## config.mk

```make
export PLATFORM = sky130hd
export DESIGN_NAME = telemetry_limit_persistence_alarm_flat
export DESIGN_NICKNAME = d
export VERILOG_FILES = /design/src/rtl/tlpa_pkg.sv /design/src/rtl/tlpa_if.sv /design/src/rtl/telemetry_limit_persistence_alarm.sv /design/src/flat_wrapper.sv
export VERILOG_INCLUDE_DIRS = /design/src /design/src/rtl
export SDC_FILE = /design/constraint.sdc
export NUM_CORES = 1
export LEC_CHECK = 0
export ABC_AREA = 1
export BUFFER_PORTS_ARGS = -buffer_cell sky130_fd_sc_hd__buf_4
export CAP_MARGIN = 20
export CORE_MARGIN = 2
export CORE_UTILIZATION = 55
export DETAILED_ROUTE_END_ITERATION = 12
export GPL_ROUTABILITY_DRIVEN = 0
export PLACE_DENSITY_LB_ADDON = 0.1
export SYNTH_ARGS = -nofsm -noshare
export SYNTH_HDL_FRONTEND = slang
export SYNTH_SLANG_ARGS = --single-unit
```

## constraint.sdc

```tcl
create_clock -name clk -period 10.5 [get_ports clk]
set_input_delay 3.15 -clock clk [delete_from_list [all_inputs] [get_ports clk]]
set_output_delay 3.15 -clock clk [all_outputs]
set_load 0.05 [all_outputs]
```

## src/rtl/telemetry_limit_persistence_alarm_macros.svh

```systemverilog
// ---------------------------------------------------------------------------
// Assertion macros for the telemetry limit persistence alarm
// Shared concurrent assertion forms, clocked on clk and disabled in reset
// ---------------------------------------------------------------------------
`ifndef TELEMETRY_LIMIT_PERSISTENCE_ALARM_MACROS_SVH
`define TELEMETRY_LIMIT_PERSISTENCE_ALARM_MACROS_SVH

// consequent must hold in the same cycle as the antecedent
`define TLPA_ASSERT_NOW(label, ante, cons) \
  label: assert property (@(posedge clk) disable iff (rst) (ante) |-> (cons)) \
    else $error("tlpa assertion failed");

// consequent must hold in the cycle after the antecedent
`define TLPA_ASSERT_NEXT(label, ante, cons) \
  label: assert property (@(posedge clk) disable iff (rst) (ante) |=> (cons)) \
    else $error("tlpa assertion failed");

`endif

```

## src/rtl/tlpa_pkg.sv

```systemverilog
// ---------------------------------------------------------------------------
// tlpa_pkg
// Constants and types for the telemetry limit persistence alarm
// ---------------------------------------------------------------------------
package tlpa_pkg;

  // readings in a run, current one included (range 2 to 8)
  localparam int RUN_LENGTH = 3;
  // earlier readings held per stream
  localparam int HIST_DEPTH = RUN_LENGTH - 1;
  localparam int SEEN_W     = $clog2(RUN_LENGTH);

  // two satellites times two modes
  localparam int STREAMS  = 4;
  localparam int STREAM_W = 2;

  // field widths
  localparam int SAT_W   = 16;
  localparam int TIME_W  = 32;
  localparam int VAL_W   = 24;
  localparam int WIN_W   = 16;

  // configuration port
  localparam int CFG_IDX_W  = 2;
  localparam int CFG_DATA_W = 16;
  localparam logic [CFG_IDX_W-1:0] CFG_WINDOW_SECONDS      = 2'd0;
  localparam logic [CFG_IDX_W-1:0] CFG_FIRST_SATELLITE_ID  = 2'd1;
  localparam logic [CFG_IDX_W-1:0] CFG_SECOND_SATELLITE_ID = 2'd2;

  // register reset values
  localparam logic [WIN_W-1:0] WINDOW_RESET     = 16'd300;
  localparam logic [SAT_W-1:0] FIRST_SAT_RESET  = 16'd1000;
  localparam logic [SAT_W-1:0] SECOND_SAT_RESET = 16'd1001;

  // component modes
  localparam logic MODE_THERMOSTAT = 1'b0;
  localparam logic MODE_BATTERY    = 1'b1;

  typedef logic signed [VAL_W-1:0] value_t;

  // limit check for one stored or current value
  function automatic logic violates(input logic mode, input value_t raw,
                                    input value_t hi, input value_t lo);
    logic v;
    v = (mode == MODE_BATTERY) ? (raw < lo) : (raw > hi);
    return v;
  endfunction

endpackage

```

## src/rtl/tlpa_if.sv

```systemverilog
// ---------------------------------------------------------------------------
// tlpa channel interfaces
// Reading channel and result channel, valid/ready handshake
// ---------------------------------------------------------------------------
interface tlpa_reading_if;
  logic                                valid;
  logic                                ready;
  logic [tlpa_pkg::SAT_W-1:0]          sat_id;
  logic                                mode;
  logic [tlpa_pkg::TIME_W-1:0]         timestamp_s;
  logic signed [tlpa_pkg::VAL_W-1:0]   raw_reading;
  logic signed [tlpa_pkg::VAL_W-1:0]   red_high_limit;
  logic signed [tlpa_pkg::VAL_W-1:0]   red_low_limit;

  modport source (output valid, output sat_id, output mode, output timestamp_s,
                  output raw_reading, output red_high_limit, output red_low_limit,
                  input ready);
  modport sink (input valid, input sat_id, input mode, input timestamp_s,
                input raw_reading, input red_high_limit, input red_low_limit,
                output ready);
endinterface

interface tlpa_result_if;
  logic                          valid;
  logic                          ready;
  logic                          alert;
  logic [tlpa_pkg::SAT_W-1:0]    alert_satellite;
  logic                          alert_mode;
  logic [tlpa_pkg::TIME_W-1:0]   alert_time;

  modport source (output valid, output alert, output alert_satellite, output alert_mode,
                  output alert_time, input ready);
  modport sink (input valid, input alert, input alert_satellite, input alert_mode,
                input alert_time, output ready);
endinterface

```

## src/rtl/telemetry_limit_persistence_alarm.sv

```systemverilog
// ---------------------------------------------------------------------------
// telemetry_limit_persistence_alarm
// Raises an alert when a run of limit violations in one stream falls inside
// the time window; four streams (two satellites times two modes)
// ---------------------------------------------------------------------------
//  channel   direction  handshake      payload
//  reading   sink       valid/ready    sat_id, mode, timestamp_s, raw, limits
//  result    source     valid/ready    alert, alert_satellite, alert_mode, alert_time
//  cfg       sink       cfg_wr_en      cfg_index, cfg_data
//
//  one item per cycle while results are taken; input register, then result register
//  the input register feeds one pass of compares against the stream history,
//  which is updated in the same cycle the item moves to the result register
//  reset (rst, synchronous) resets config registers, clears valid flags and history counts
//  a stalled result holds; the input register still fills behind it
// ---------------------------------------------------------------------------
`include "telemetry_limit_persistence_alarm_macros.svh"

module telemetry_limit_persistence_alarm (
  input  logic                                clk,
  input  logic                                rst,
  input  logic                                cfg_wr_en,
  input  logic [tlpa_pkg::CFG_IDX_W-1:0]      cfg_index,
  input  logic [tlpa_pkg::CFG_DATA_W-1:0]     cfg_data,
  tlpa_reading_if.sink                        reading,
  tlpa_result_if.source                       result
);

  // configuration registers
  logic [tlpa_pkg::WIN_W-1:0] window_seconds;
  logic [tlpa_pkg::SAT_W-1:0] first_sat_id;
  logic [tlpa_pkg::SAT_W-1:0] second_sat_id;

  // input register
  logic                         s1_valid;
  logic [tlpa_pkg::SAT_W-1:0]   s1_sat;
  logic                         s1_mode;
  logic [tlpa_pkg::TIME_W-1:0]  s1_time;
  tlpa_pkg::value_t             s1_raw;
  tlpa_pkg::value_t             s1_hi;
  tlpa_pkg::value_t             s1_lo;

  // per-stream history, index 0 oldest
  tlpa_pkg::value_t             hist_raw  [tlpa_pkg::STREAMS][tlpa_pkg::HIST_DEPTH];
  logic [tlpa_pkg::TIME_W-1:0]  hist_time [tlpa_pkg::STREAMS][tlpa_pkg::HIST_DEPTH];
  logic [tlpa_pkg::STREAMS-1:0][tlpa_pkg::SEEN_W-1:0] seen;

  // result register
  logic                         res_valid;
  logic                         res_alert;
  logic [tlpa_pkg::SAT_W-1:0]   res_sat;
  logic                         res_mode;
  logic [tlpa_pkg::TIME_W-1:0]  res_time;

  logic                          s1_advance;
  logic                          s1_hit;
  logic [tlpa_pkg::STREAM_W-1:0] s1_stream;
  logic                          hist_full;
  logic                          all_violate;
  logic signed [tlpa_pkg::TIME_W:0] span;
  logic                          alert_next;

  // handshake
  assign s1_advance    = s1_valid && (!res_valid || result.ready);
  assign reading.ready = !s1_valid || s1_advance;

  // configuration writes
  always_ff @(posedge clk) begin
    if (rst) begin
      window_seconds <= tlpa_pkg::WINDOW_RESET;
      first_sat_id   <= tlpa_pkg::FIRST_SAT_RESET;
      second_sat_id  <= tlpa_pkg::SECOND_SAT_RESET;
    end else if (cfg_wr_en) begin
      unique case (cfg_index)
        tlpa_pkg::CFG_WINDOW_SECONDS:      window_seconds <= cfg_data;
        tlpa_pkg::CFG_FIRST_SATELLITE_ID:  first_sat_id   <= cfg_data;
        tlpa_pkg::CFG_SECOND_SATELLITE_ID: second_sat_id  <= cfg_data;
        default: ;
      endcase
    end
  end

  // input register
  always_ff @(posedge clk) begin
    if (rst) begin
      s1_valid <= 1'b0;
    end else if (reading.ready) begin
      s1_valid <= reading.valid;
    end
  end

  always_ff @(posedge clk) begin
    if (reading.valid && reading.ready) begin
      s1_sat  <= reading.sat_id;
      s1_mode <= reading.mode;
      s1_time <= reading.timestamp_s;
      s1_raw  <= reading.raw_reading;
      s1_hi   <= reading.red_high_limit;
      s1_lo   <= reading.red_low_limit;
    end
  end

  // stream lookup, first satellite wins when both ids match
  always_comb begin
    s1_hit    = 1'b1;
    s1_stream = {1'b0, s1_mode};
    if (s1_sat == first_sat_id) begin
      s1_stream = {1'b0, s1_mode};
    end else if (s1_sat == second_sat_id) begin
      s1_stream = {1'b1, s1_mode};
    end else begin
      s1_hit = 1'b0;
    end
  end

  // run check against the current limits
  always_comb begin
    all_violate = tlpa_pkg::violates(s1_mode, s1_raw, s1_hi, s1_lo);
    for (int i = 0; i < tlpa_pkg::HIST_DEPTH; i++) begin
      all_violate = all_violate &&
                    tlpa_pkg::violates(s1_mode, hist_raw[s1_stream][i], s1_hi, s1_lo);
    end
    hist_full  = (seen[s1_stream] == tlpa_pkg::SEEN_W'(tlpa_pkg::HIST_DEPTH));
    span       = $signed({1'b0, s1_time}) - $signed({1'b0, hist_time[s1_stream][0]});
    alert_next = s1_hit && hist_full && all_violate &&
                 (span < $signed({{(tlpa_pkg::TIME_W + 1 - tlpa_pkg::WIN_W){1'b0}},
                                  window_seconds}));
  end

  // history shift for the addressed stream
  always_ff @(posedge clk) begin
    if (s1_advance && s1_hit) begin
      for (int i = 0; i < tlpa_pkg::HIST_DEPTH - 1; i++) begin
        hist_raw[s1_stream][i]  <= hist_raw[s1_stream][i + 1];
        hist_time[s1_stream][i] <= hist_time[s1_stream][i + 1];
      end
      hist_raw[s1_stream][tlpa_pkg::HIST_DEPTH - 1]  <= s1_raw;
      hist_time[s1_stream][tlpa_pkg::HIST_DEPTH - 1] <= s1_time;
    end
  end

  // fill count, saturating once the history is full
  always_ff @(posedge clk) begin
    if (rst) begin
      seen <= '0;
    end else if (s1_advance && s1_hit && !hist_full) begin
      seen[s1_stream] <= seen[s1_stream] + tlpa_pkg::SEEN_W'(1);
    end
  end

  // result register
  always_ff @(posedge clk) begin
    if (rst) begin
      res_valid <= 1'b0;
    end else if (s1_advance) begin
      res_valid <= 1'b1;
    end else if (result.ready) begin
      res_valid <= 1'b0;
    end
  end

  always_ff @(posedge clk) begin
    if (s1_advance) begin
      res_alert <= alert_next;
      res_sat   <= s1_sat;
      res_mode  <= s1_mode;
      res_time  <= s1_time;
    end
  end

  assign result.valid           = res_valid;
  assign result.alert           = res_alert;
  assign result.alert_satellite = res_sat;
  assign result.alert_mode      = res_mode;
  assign result.alert_time      = res_time;

  // checks
  `TLPA_ASSERT_NEXT(a_unknown_keeps_counts, s1_advance && !s1_hit, seen == $past(seen))
  `TLPA_ASSERT_NOW(a_alert_needs_full_history, alert_next, hist_full && s1_hit)
  `TLPA_ASSERT_NEXT(a_advance_fills_result, s1_advance, res_valid)
  `TLPA_ASSERT_NEXT(a_accept_fills_input, reading.valid && reading.ready, s1_valid)

endmodule

```

## src/flat_wrapper.sv

```systemverilog
// flat-port wrapper written by rule: the top's interface ports become plain ports
module telemetry_limit_persistence_alarm_flat 
  (clk, rst, cfg_wr_en, cfg_index, cfg_data, reading_valid, reading_sat_id, reading_mode, reading_timestamp_s, reading_raw_reading, reading_red_high_limit, reading_red_low_limit, reading_ready, result_valid, result_alert, result_alert_satellite, result_alert_mode, result_alert_time, result_ready);
  tlpa_reading_if reading_i ();
  tlpa_result_if result_i ();
  input  logic clk;
  input  logic rst;
  input  logic cfg_wr_en;
  input  logic [tlpa_pkg::CFG_IDX_W-1:0] cfg_index;
  input  logic [tlpa_pkg::CFG_DATA_W-1:0] cfg_data;
  input wire logic [$bits(reading_i.valid)-1:0] reading_valid;
  input wire logic [$bits(reading_i.sat_id)-1:0] reading_sat_id;
  input wire logic [$bits(reading_i.mode)-1:0] reading_mode;
  input wire logic [$bits(reading_i.timestamp_s)-1:0] reading_timestamp_s;
  input wire logic [$bits(reading_i.raw_reading)-1:0] reading_raw_reading;
  input wire logic [$bits(reading_i.red_high_limit)-1:0] reading_red_high_limit;
  input wire logic [$bits(reading_i.red_low_limit)-1:0] reading_red_low_limit;
  output wire logic [$bits(reading_i.ready)-1:0] reading_ready;
  output wire logic [$bits(result_i.valid)-1:0] result_valid;
  output wire logic [$bits(result_i.alert)-1:0] result_alert;
  output wire logic [$bits(result_i.alert_satellite)-1:0] result_alert_satellite;
  output wire logic [$bits(result_i.alert_mode)-1:0] result_alert_mode;
  output wire logic [$bits(result_i.alert_time)-1:0] result_alert_time;
  input wire logic [$bits(result_i.ready)-1:0] result_ready;
  assign reading_i.valid = reading_valid;
  assign reading_i.sat_id = reading_sat_id;
  assign reading_i.mode = reading_mode;
  assign reading_i.timestamp_s = reading_timestamp_s;
  assign reading_i.raw_reading = reading_raw_reading;
  assign reading_i.red_high_limit = reading_red_high_limit;
  assign reading_i.red_low_limit = reading_red_low_limit;
  assign reading_ready = reading_i.ready;
  assign result_valid = result_i.valid;
  assign result_alert = result_i.alert;
  assign result_alert_satellite = result_i.alert_satellite;
  assign result_alert_mode = result_i.alert_mode;
  assign result_alert_time = result_i.alert_time;
  assign result_i.ready = result_ready;
  telemetry_limit_persistence_alarm u_core (.clk(clk), .rst(rst), .cfg_wr_en(cfg_wr_en), .cfg_index(cfg_index), .cfg_data(cfg_data), .reading(reading_i), .result(result_i));
endmodule
```

Word level (Yosys, flattened, before mapping)
Memory sizes are Yosys's and may differ from the RTL's.
Cells that the tools add are included.
{ "op_classes": {"addsub": 2, "n_mul": 0, "div": 0, "order_cmp": 9, "n_eq_ne": 5, "shifts": 0, "mux": 16, "bitwise_logic": 0, "reduce_logical": 20} }
{ "op_table": {"columns": ["op", "count"], "rows": [
  ["24-bit greater-than comparator", 3],
  ["24-bit < comparator", 3],
  ["33-bit by 17-bit < comparator with 1-bit output", 1],
  ["32-bit by 32-bit subtractor with 33-bit output", 1],
  ["16-bit == test", 2],
  ["1-bit logical AND", 10],
  ["1-bit 2-to-1 mux", 9],
  ["8-bit bitwise mux", 1],
  ["2-bit 2-to-1 mux", 4],
  ["2-bit AND reduction", 3],
  ["2-bit binary-select mux with 2-bit select", 1],
  ["2-bit demux with 2-bit select", 1],
  ["2-bit == test (second input constant)", 2],
  ["1-bit zero test", 3],
  ["2-bit by 3-bit < comparator with 1-bit output (second input constant)", 1],
  ["2-bit by 1-bit adder with 2-bit output (second input constant)", 1],
  ["2-bit by 1-bit == test with 1-bit output (second input constant)", 1],
  ["2-bit by 1-bit greater-or-equal comparator with 1-bit output (second input constant)", 1],
  ["2-bit zero test", 1],
  ["1-bit logical OR", 2],
  ["2-bit nonzero test", 1]
]} }
{ "word_totals": {"reg_bits": 229, "latch_bits": 0, "ram_bits": 448, "rom_bits": 0, "in_bits": 144, "output_inout_bits": 52, "elab_cells": 73, "n_memories": 2} }
{ "memory_table": {"columns": ["memory", "words", "width", "rd", "rd_clocked_by_memory_dff", "wr", "line_no", "text"], "rows": [
  ["u_core.hist_time", 4, 64, 1, 0, 1, "telemetry_limit_persistence_alarm.sv:45", "logic [tlpa_pkg::TIME_W-1:0] hist_time [tlpa_pkg::STREAMS][tlpa_pkg::HIST_DEPTH];"],
  ["u_core.hist_raw", 4, 48, 1, 0, 1, "telemetry_limit_persistence_alarm.sv:44", "tlpa_pkg::value_t hist_raw [tlpa_pkg::STREAMS][tlpa_pkg::HIST_DEPTH];"]
]} }

Longest topological paths before layout
Gate-level depths: netlist (run 1).
An unclocked memory read counts as a cell.
{ "depth": {"ltp_word": 10, "depth_mapped": 39, "mapped_depth_nobuf": 38} }

Worst setup path before layout (run 1)
Ideal clock, no wire load.
{ "synth_path": {"kind": "in2reg", "start": "in result_ready", "end": "reg u_core.seen[4] (netlist bit)", "setup_time_ps": 70, "arrival_time_ps": 11107, "required_time_ps": 10430, "path_slack_ps": -677, "path_stages": 10, "n_path_buf": 0, "path_cell_list": "inv_1 > nand2_1 > inv_1 > nor2_1 > nand2_1 > nor2_1 > nand2_1 > clkinv_1 > o21ai_0 > a21oi_1"} }
{ "synth_via": {"elab_chain_cells": 4} }
{ "synth_rtl": {"columns": ["element", "line_no", "text"], "rows": [
  ["start, declared", "flat_wrapper.sv:24", "input wire logic [$bits(result_i.ready)-1:0] result_ready;"],
  ["1-bit logical OR", "telemetry_limit_persistence_alarm.sv:64", "assign s1_advance = s1_valid && (!res_valid || result.ready);"],
  ["1-bit logical AND", "telemetry_limit_persistence_alarm.sv:64", null],
  ["named net u_core.s1_advance", "telemetry_limit_persistence_alarm.sv:55", "logic s1_advance;"],
  ["1-bit logical AND (2 in series)", "telemetry_limit_persistence_alarm.sv:146", "end else if (s1_advance && s1_hit && !hist_full) begin"],
  ["end signal, assigned by index", "telemetry_limit_persistence_alarm.sv:147", "seen[s1_stream] <= seen[s1_stream] + tlpa_pkg::SEEN_W'(1);"],
  ["end, declared", "telemetry_limit_persistence_alarm.sv:46", "logic [tlpa_pkg::STREAMS-1:0][tlpa_pkg::SEEN_W-1:0] seen;"]
]} }
The timed path passes the listed nets, and every way through them passes these cells.
A chain may end at the register's enable or synchronous reset.

Worst setup path in the final report (run 1)
{ "layout_path": {"start": "in result_ready", "end": "out reading_ready"} }
{ "layout_via": {"elab_chain_cells": 3} }
{ "layout_rtl": {"columns": ["element", "line_no", "text"], "rows": [
  ["1-bit logical OR", "telemetry_limit_persistence_alarm.sv:64", null],
  ["1-bit logical AND", "telemetry_limit_persistence_alarm.sv:64", null],
  ["1-bit logical OR", "telemetry_limit_persistence_alarm.sv:65", "assign reading.ready = !s1_valid || s1_advance;"],
  ["end, declared", "flat_wrapper.sv:18", "output wire logic [$bits(reading_i.ready)-1:0] reading_ready;"]
]} }
No other way between the ends.

==> metrics.csv, run 1 <==
stage,metric,value,unit
clock_tree,clk_pin_slew,0.06,ns
synth,ys_seq_area_frac,0.677,
power,p_sw_frac,0.226,
grt,grt_overflow,0,
setup_path,worst_ep_arrival_time,3.79,ns
power,p_int,0.00461,W
synth,synthTopCellsByArea,"edfxtp_1 64%, ha_1 8.1%, nand2_1 5.2%",
setup_path,crit_type,primary input to output pin,
sta,tightest_slew,1.01,ns
place,dp_slack,3.56,ns
sta,fin_setup_tns,0,ns
clock_tree,root_buffer,clkbuf_16,
hold_path,hp-class,flop to flop,
cells_and_area,layout-drive-gt1-share,0.135,
drt,avgViaCountPerCell,5.69,
setup_path,cp_max_fo,3,
grt,grt_pass1_wl,100,mm
job,cap_violations,0,
setup_path,required,7.35,ns
power,vdd_drop_max,0.137,mV
power,power.switching,0.00135,W
synth,ys_types,48,
sta,relSlewSlack,0.326,
floorplan,initial_core_util,0.556,
synth,synth_top_cell_by_area,edfxtp_1,
clock_tree,postCtsSetupRepairBufs,0,
clock_tree,clk_latency,0.60,ns
clock_tree,postCtsHoldBufs,0,
grt,antenna_found_initial,0,
setup_path,rr_startpoint,u_core.s1_sat[8]$_DFFE_PP_,
cells_and_area,n_antenna_cell,0,
cells_and_area,fin_nets,2863,
clock_tree,cts_resized,0,
drt,vias,18600,
sta,rsz0062_at_grt,no,
floorplan,die_area,0.0549,mm^2
place,dp_hpwl,42.1,mm
drt,drt-initial-drc-count,1268,
power,p_leak,13.0,nW
floorplan,core_area,0.0524,mm^2
grt,grt_max_degree,73,
setup_path,critPathBufInv,4,
drt,routed_wl,65.2,mm
hold_path,worstHoldStart,u_core.window_seconds[7]$_SDFFE_PP0P_,
power,pwr-share-clk,0.411,
sta,hold_viol,0,
synth,synthCells,2297,
sta,finalCriticalPeriod,6.94,ns
sta,setup_viol,0,
place,dp_cells,3143,
setup_path,startpoint,result_ready,
floorplan,num_rows,84,
sta,slew_viol_final,0,
cells_and_area,syn2layout_area_growth,15.6,%
synth,ys_ff_latch,677,
clock_tree,htreeDepth,3,
grt,grt_usage,0.239,
floorplan,die_h,234,um
synth,synth_top_cell_area_share,0.638,
sta,fin_ws,3.56,ns
clock_tree,cts_made_buffers,72,
synth,synth_flop_cell,edfxtp_1,
grt,first_global_vias,18300,
synth,synthArstFlopShare,0,
synth,yosys_warnings,0,
power,p_comb_frac,0.080,
setup_path,slowest_delay,0.20,ns
sta,skew,0.0186,ns
sta,fin_hold_ws,0.467,ns
cells_and_area,layoutNonFillerInstCount,3270,
drt,drt_pre_antenna_iters,5,
synth,synth_fp_nets,2631,
synth,syn-cell-area,0.0292,mm^2
synth,synth_edf_count,619,
cells_and_area,fill_cells,3878,
floorplan,die_w,234,um
setup_path,crit_family,buffers and inverters,
drt,wl_per_cell,19.9,um
synth,avgSynthCellArea,12.7,um^2
setup_path,cpMaxStageDelayCell,buf_4,
sta,finalCritPeriodShare,0.661,
clock_tree,clock_path_buffers,3,
cells_and_area,final_common_cell,edfxtp_1,
setup_path,worstSetupStartpointType,primary input,
sta,fmax,144,MHz
cells_and_area,mostFrequentLayoutCells,"619 x edfxtp_1, 401 x nand2_1, 220 x inv_1",
setup_path,path_cells,buf_4 > inv_1 > nand2_1 > inv_1 > nand2_1 > buf_4,
clock_tree,cts_sinks,677,
place,io_buffers,195,
power,power_frac_seq,0.509,
drt,drc,0,
drt,antenna_left,0,
clock_tree,cts_tree,yes,
floorplan,io_pins,196,
power,p_per_area,177,mW/mm^2
setup_path,crit_path_end_kind,output pin,
status,outcome,completed,
-- routing by layer --
metal	GRT usage	vias to the layer above	part of all wire
met2	0.405	551	0.49
li1	-	8856	-
met1	0.319	9074	0.43
met4	0.0736	0	0.028
met5	0	-	0
met3	0.0366	119	0.051
-- logic make-up (layout without fill, tap and decap cells) --
family / count (synthesis) / in the layout / share of synthesized area
AOI/OAI and AO/OA: 443 / 443 / 0.0971
and+or+nand+nor: 663 / 663 / 0.0951
buffers and inverters: 289 / 574 / 0.0381
DFF: 677 / 677 / 0.677
adders and majority gates: 190 / 190 / 0.0818
xor gates and xnor gates: 35 / 35 / 0.0105
-- path summary, 6_finish.rpt --
path | to | slack, ns | cells after the start
setup / recovery | reading_ready | 3.56 | 6
hold / removal | u_core.window_seconds[7]$_SDFFE_PP0P_ | 0.47 | 2
setup reg to reg | u_core.result.alert$_DFFE_PP_ | 4.32 | 37
hold reg to reg | u_core.window_seconds[7]$_SDFFE_PP0P_ | 0.47 | 2
-- Yosys cell counts (3+ instances only) --
| library cell | instances |
|---|---|
| edfxtp_1 | 619 |
| nand2_1 | 401 |
| inv_1 | 223 |
| ha_1 | 189 |
| a21oi_1 | 143 |
| nor2_1 | 112 |
| o21ai_0 | 80 |
| nand3_1 | 74 |
| a22oi_1 | 59 |
| dfxtp_1 | 58 |
| o221ai_1 | 47 |
| o22ai_1 | 38 |
| nand4_1 | 36 |
| clkbuf_1 | 34 |
| xnor2_1 | 23 |
| buf_2 | 21 |
| o22a_1 | 17 |
| o211ai_1 | 14 |
| xor2_1 | 12 |
| nor4_1 | 11 |
| nor3_1 | 8 |
| inv_2 | 6 |
| o21bai_1 | 6 |
| a211oi_1 | 5 |
| nor2_2 | 5 |
| o21a_1 | 5 |
| a21boi_0 | 4 |
| a21o_1 | 4 |
| a31oi_1 | 4 |
| nand2_2 | 4 |
| nand3b_1 | 4 |
| a2111oi_0 | 3 |
| a21oi_2 | 3 |
| clkinv_1 | 3 |
| or2_2 | 3 |
-- metrics by stage --
| stage | area [um^2] | utilization | power [W] |
|---|---|---|---|
| final | 33700 | 0.643 | 0.00596 |
| after global routing | 33700 | 0.643 | 0.00617 |
| after CTS | 33700 | 0.643 | 0.00600 |
| after detailed placement | 31400 | 0.599 | 0.00357 |
| after global placement | 31400 | 0.599 | 0.00355 |
| after floorplan | 29200 | - | 0.00339 |
-- state kept, by name, indices dropped and copies added (netlist names) --
| signal | count |
|---|---|
| u_core.s1_mode | 1 |
| u_core.hist_time | 256 |
| u_core.result.alert_mode | 1 |
| u_core.s1_hi | 24 |
| u_core.result.alert_time | 32 |
| u_core.s1_sat | 16 |
| u_core.s1_raw | 24 |
| u_core.result.alert_satellite | 16 |
| u_core.result.valid | 1 |
| u_core.first_sat_id | 16 |
| u_core.s1_valid | 1 |
| u_core.seen | 8 |
| u_core.hist_raw | 192 |
| u_core.window_seconds | 16 |
| u_core.s1_lo | 24 |
| u_core.s1_time | 32 |
| u_core.second_sat_id | 16 |
| u_core.result.alert | 1 |
-- worst reg2reg max path: cells and delay by family (launching register included) --
kind / cells / cell delay [ns]
and+or+nand+nor: 21 / 2.24
buffers and inverters: 5 / 1.27
AOI/OAI and AO/OA: 7 / 1.12
adders and majority gates: 3 / 0.81
DFF: 1 / 0.46
xor gates and xnor gates: 1 / 0.14
-- area by class of cell --
| cell class | count | area (um^2) | area share |
|---|---|---|---|
| Clock buffer | 92 | 1960 | 0.0580 |
| Clock inverter | 35 | 312 | 0.00924 |
| Inverter | 232 | 878 | 0.0261 |
| Multi-Input combinational cell | 1331 | 8340 | 0.247 |
| Sequential cell | 677 | 19700 | 0.586 |
| Tap cell | 688 | 861 | 0.0255 |
| Timing Repair Buffer | 215 | 1610 | 0.0479 |
-- power groups by stage --
stage / clock, W / combinational, W / sequential (W)
after floorplan: 0 / 0.000286 / 0.00311
after global placement: 0 / 0.000459 / 0.00309
after detailed placement: 0 / 0.000476 / 0.00309
after CTS: 0.00249 / 0.000478 / 0.00303
after global routing: 0.00259 / 0.000535 / 0.00304
final: 0.00245 / 0.000478 / 0.00303
No activity file was read; power rests on OpenSTA's default activity.
==> inputs of run 2 (changes only) <==
clock period = 6.25 ns   (was 10.5 ns; I/O delays follow)
==> run 2 against run 1 <==
Against the previous run: global-route usage increased by 0.69 points; setup slack got worse by 2.8 ns; non-clock buffer count increased by 12; critical endpoint is now u_core.result.alert$_DFFE_PP_; critical path type is now flop to flop; critical path depth grew 30.
==> metrics.csv, run 2 (synthesis gave the netlist of run 1 again) <==
stage,metric,value,unit
setup_path,cpMaxStageDelayCell,inv_2,
cells_and_area,ff_latch_area,0.0197,mm^2
hold_path,hp-class,flop to flop,
setup_path,cp_max_fo,25,
clock_tree,cts_sinks,677,
floorplan,initial_core_util,0.556,
clock_tree,cts_tree,yes,
cells_and_area,syn2layout_area_growth,16.0,%
grt,grt_pass1_wl,103,mm
sta,fmax,181,MHz
power,power_frac_seq,0.511,
clock_tree,clk_pin_slew,0.06,ns
cells_and_area,final_common_cell,edfxtp_1,
place,io_buffers,195,
drt,drt_pre_antenna_iters,6,
grt,grt_overflow,0,
sta,tightest_slew,0.921,ns
place,dp_hpwl,44.0,mm
drt,vias,18600,
power,p_leak,13.0,nW
drt,avgViaCountPerCell,5.67,
setup_path,crit_top_cell,nand2_1,
place,dp_slack,0.870,ns
status,outcome,completed,
grt,antenna_found_initial,1,
cells_and_area,multiInputGateArea,0.00834,mm^2
clock_tree,postCtsHoldBufs,0,
clock_tree,clk_latency,0.60,ns
cells_and_area,largest_reg_flops,256,
grt,grtUsageMet2,0.418,
grt,met1_usage,0.328,
drt,drt-initial-drc-count,1432,
grt,grt_max_degree,76,
sta,setup_viol,0,
setup_path,worstSetupStartpointType,flop,
setup_path,crit_path_end_kind,flop,
sta,rsz0062_at_grt,no,
cells_and_area,fin_nets,2874,
grt,top_usage_layer,met2,
cells_and_area,n_antenna_cell,0,
sta,finalCriticalPeriod,5.52,ns
floorplan,num_rows,84,
floorplan,core_area,0.0524,mm^2
grt,first_global_vias,18800,
drt,wl_per_cell,20.1,um
cells_and_area,top_register,u_core.hist_time,
power,vdd_drop_max,0.206,mV
sta,fin_setup_tns,0,ns
drt,drc,0,
grt,met3_usage,0.0376,
sta,hold_viol,0,
clock_tree,postCtsSetupRepairBufs,0,
power,p_sw_frac,0.224,
cells_and_area,layout-drive-gt1-share,0.137,
grt,grt_usage,0.246,
clock_tree,cts_made_buffers,71,
setup_path,critPathBufInv,4,
setup_path,worst_ep_arrival_time,5.98,ns
power,power.switching,0.00223,W
floorplan,die_h,234,um
floorplan,die_area,0.0549,mm^2
sta,skew,0.0243,ns
setup_path,crit_family,simple AND/OR/NAND/NOR gates,
setup_path,crit_type,flop to flop,
cells_and_area,reg.largest.list,"u_core.hist_time: 256 flops, u_core.hist_raw: 192 flops",
sta,slew_viol_final,0,
setup_path,required,6.71,ns
floorplan,die_w,234,um
power,pwr-share-clk,0.408,
drt,routed_wl,66.1,mm
setup_path,slowest_delay,0.49,ns
cells_and_area,fill_cells,3919,
clock_tree,clock_path_buffers,3,
clock_tree,htreeDepth,3,
sta,fin_ws,0.727,ns
drt,antenna_left,0,
clock_tree,cts_resized,0,
job,cap_violations,0,
cells_and_area,mostFrequentLayoutCells,"619 x edfxtp_1, 401 x nand2_1, 223 x buf_4",
power,p_int,0.00774,W
power,p_comb_frac,0.081,
sta,finalCritPeriodShare,0.884,
floorplan,io_pins,196,
clock_tree,root_buffer,clkbuf_16,
sta,relSlewSlack,0.385,
power,p_per_area,295,mW/mm^2
[run 2: stage by stage]
stage	instances	hold slack, ns	instance area, um^2	total power [W]	utilization
after floorplan	2297	0.421	29200	0.00570	-
after global placement	3155	0.454	31600	0.00597	0.602
after detailed placement	3155	0.465	31600	0.00599	0.602
after CTS	3280	0.473	33800	0.0100	0.645
after global routing	3280	0.493	33800	0.0104	0.645
final	3280	0.474	33800	0.00997	0.645
[run 2: final timing paths]
kind         slack (ns)                                 from                                  end  cells after the start
max                0.73           u_core.s1_sat[8]$_DFFE_PP_        u_core.result.alert$_DFFE_PP_                     36
max reg2reg        0.73           u_core.s1_sat[8]$_DFFE_PP_        u_core.result.alert$_DFFE_PP_                     36
min                0.47  u_core.first_sat_id[4]$_SDFFE_PP0P_  u_core.first_sat_id[4]$_SDFFE_PP0P_                      2
min reg2reg        0.47  u_core.first_sat_id[4]$_SDFFE_PP0P_  u_core.first_sat_id[4]$_SDFFE_PP0P_                      2
[run 2: cell type report]
cell class              instances  share of cell area
multi-input cells            1331               0.247
clock inverters                32             0.00951
flip-flops and latches        677               0.584
inverters                     232              0.0260
well taps                     688              0.0255
repair buffers                227              0.0519
clock buffers                  93              0.0565
[run 2: worst min-delay path: stages, from the launching register on]
cell,delay [ns]
dfxtp_1,0.31
inv_1,0.06
a21oi_1,0.06
[run 2: metal layers]
metal / wire length, um / vias to the layer above / share of wire
met2: 32600 / 511 / 0.49
met4: 1620 / 0 / 0.025
li1: - / 8871 / -
met1: 28800 / 9120 / 0.44
met3: 3120 / 106 / 0.047
met5: 0 / - / 0
[run 2: power by group through the flow]
| stage | clock network, W | registers (W) | logic [W] |
|---|---|---|---|
| finish | 0.00406 | 0.00510 | 0.000810 |
| global route | 0.00434 | 0.00510 | 0.000910 |
| CTS | 0.00414 | 0.00510 | 0.000808 |
| detailed placement | 0 | 0.00519 | 0.000804 |
| global placement | 0 | 0.00519 | 0.000779 |
| floorplan | 0 | 0.00522 | 0.000480 |
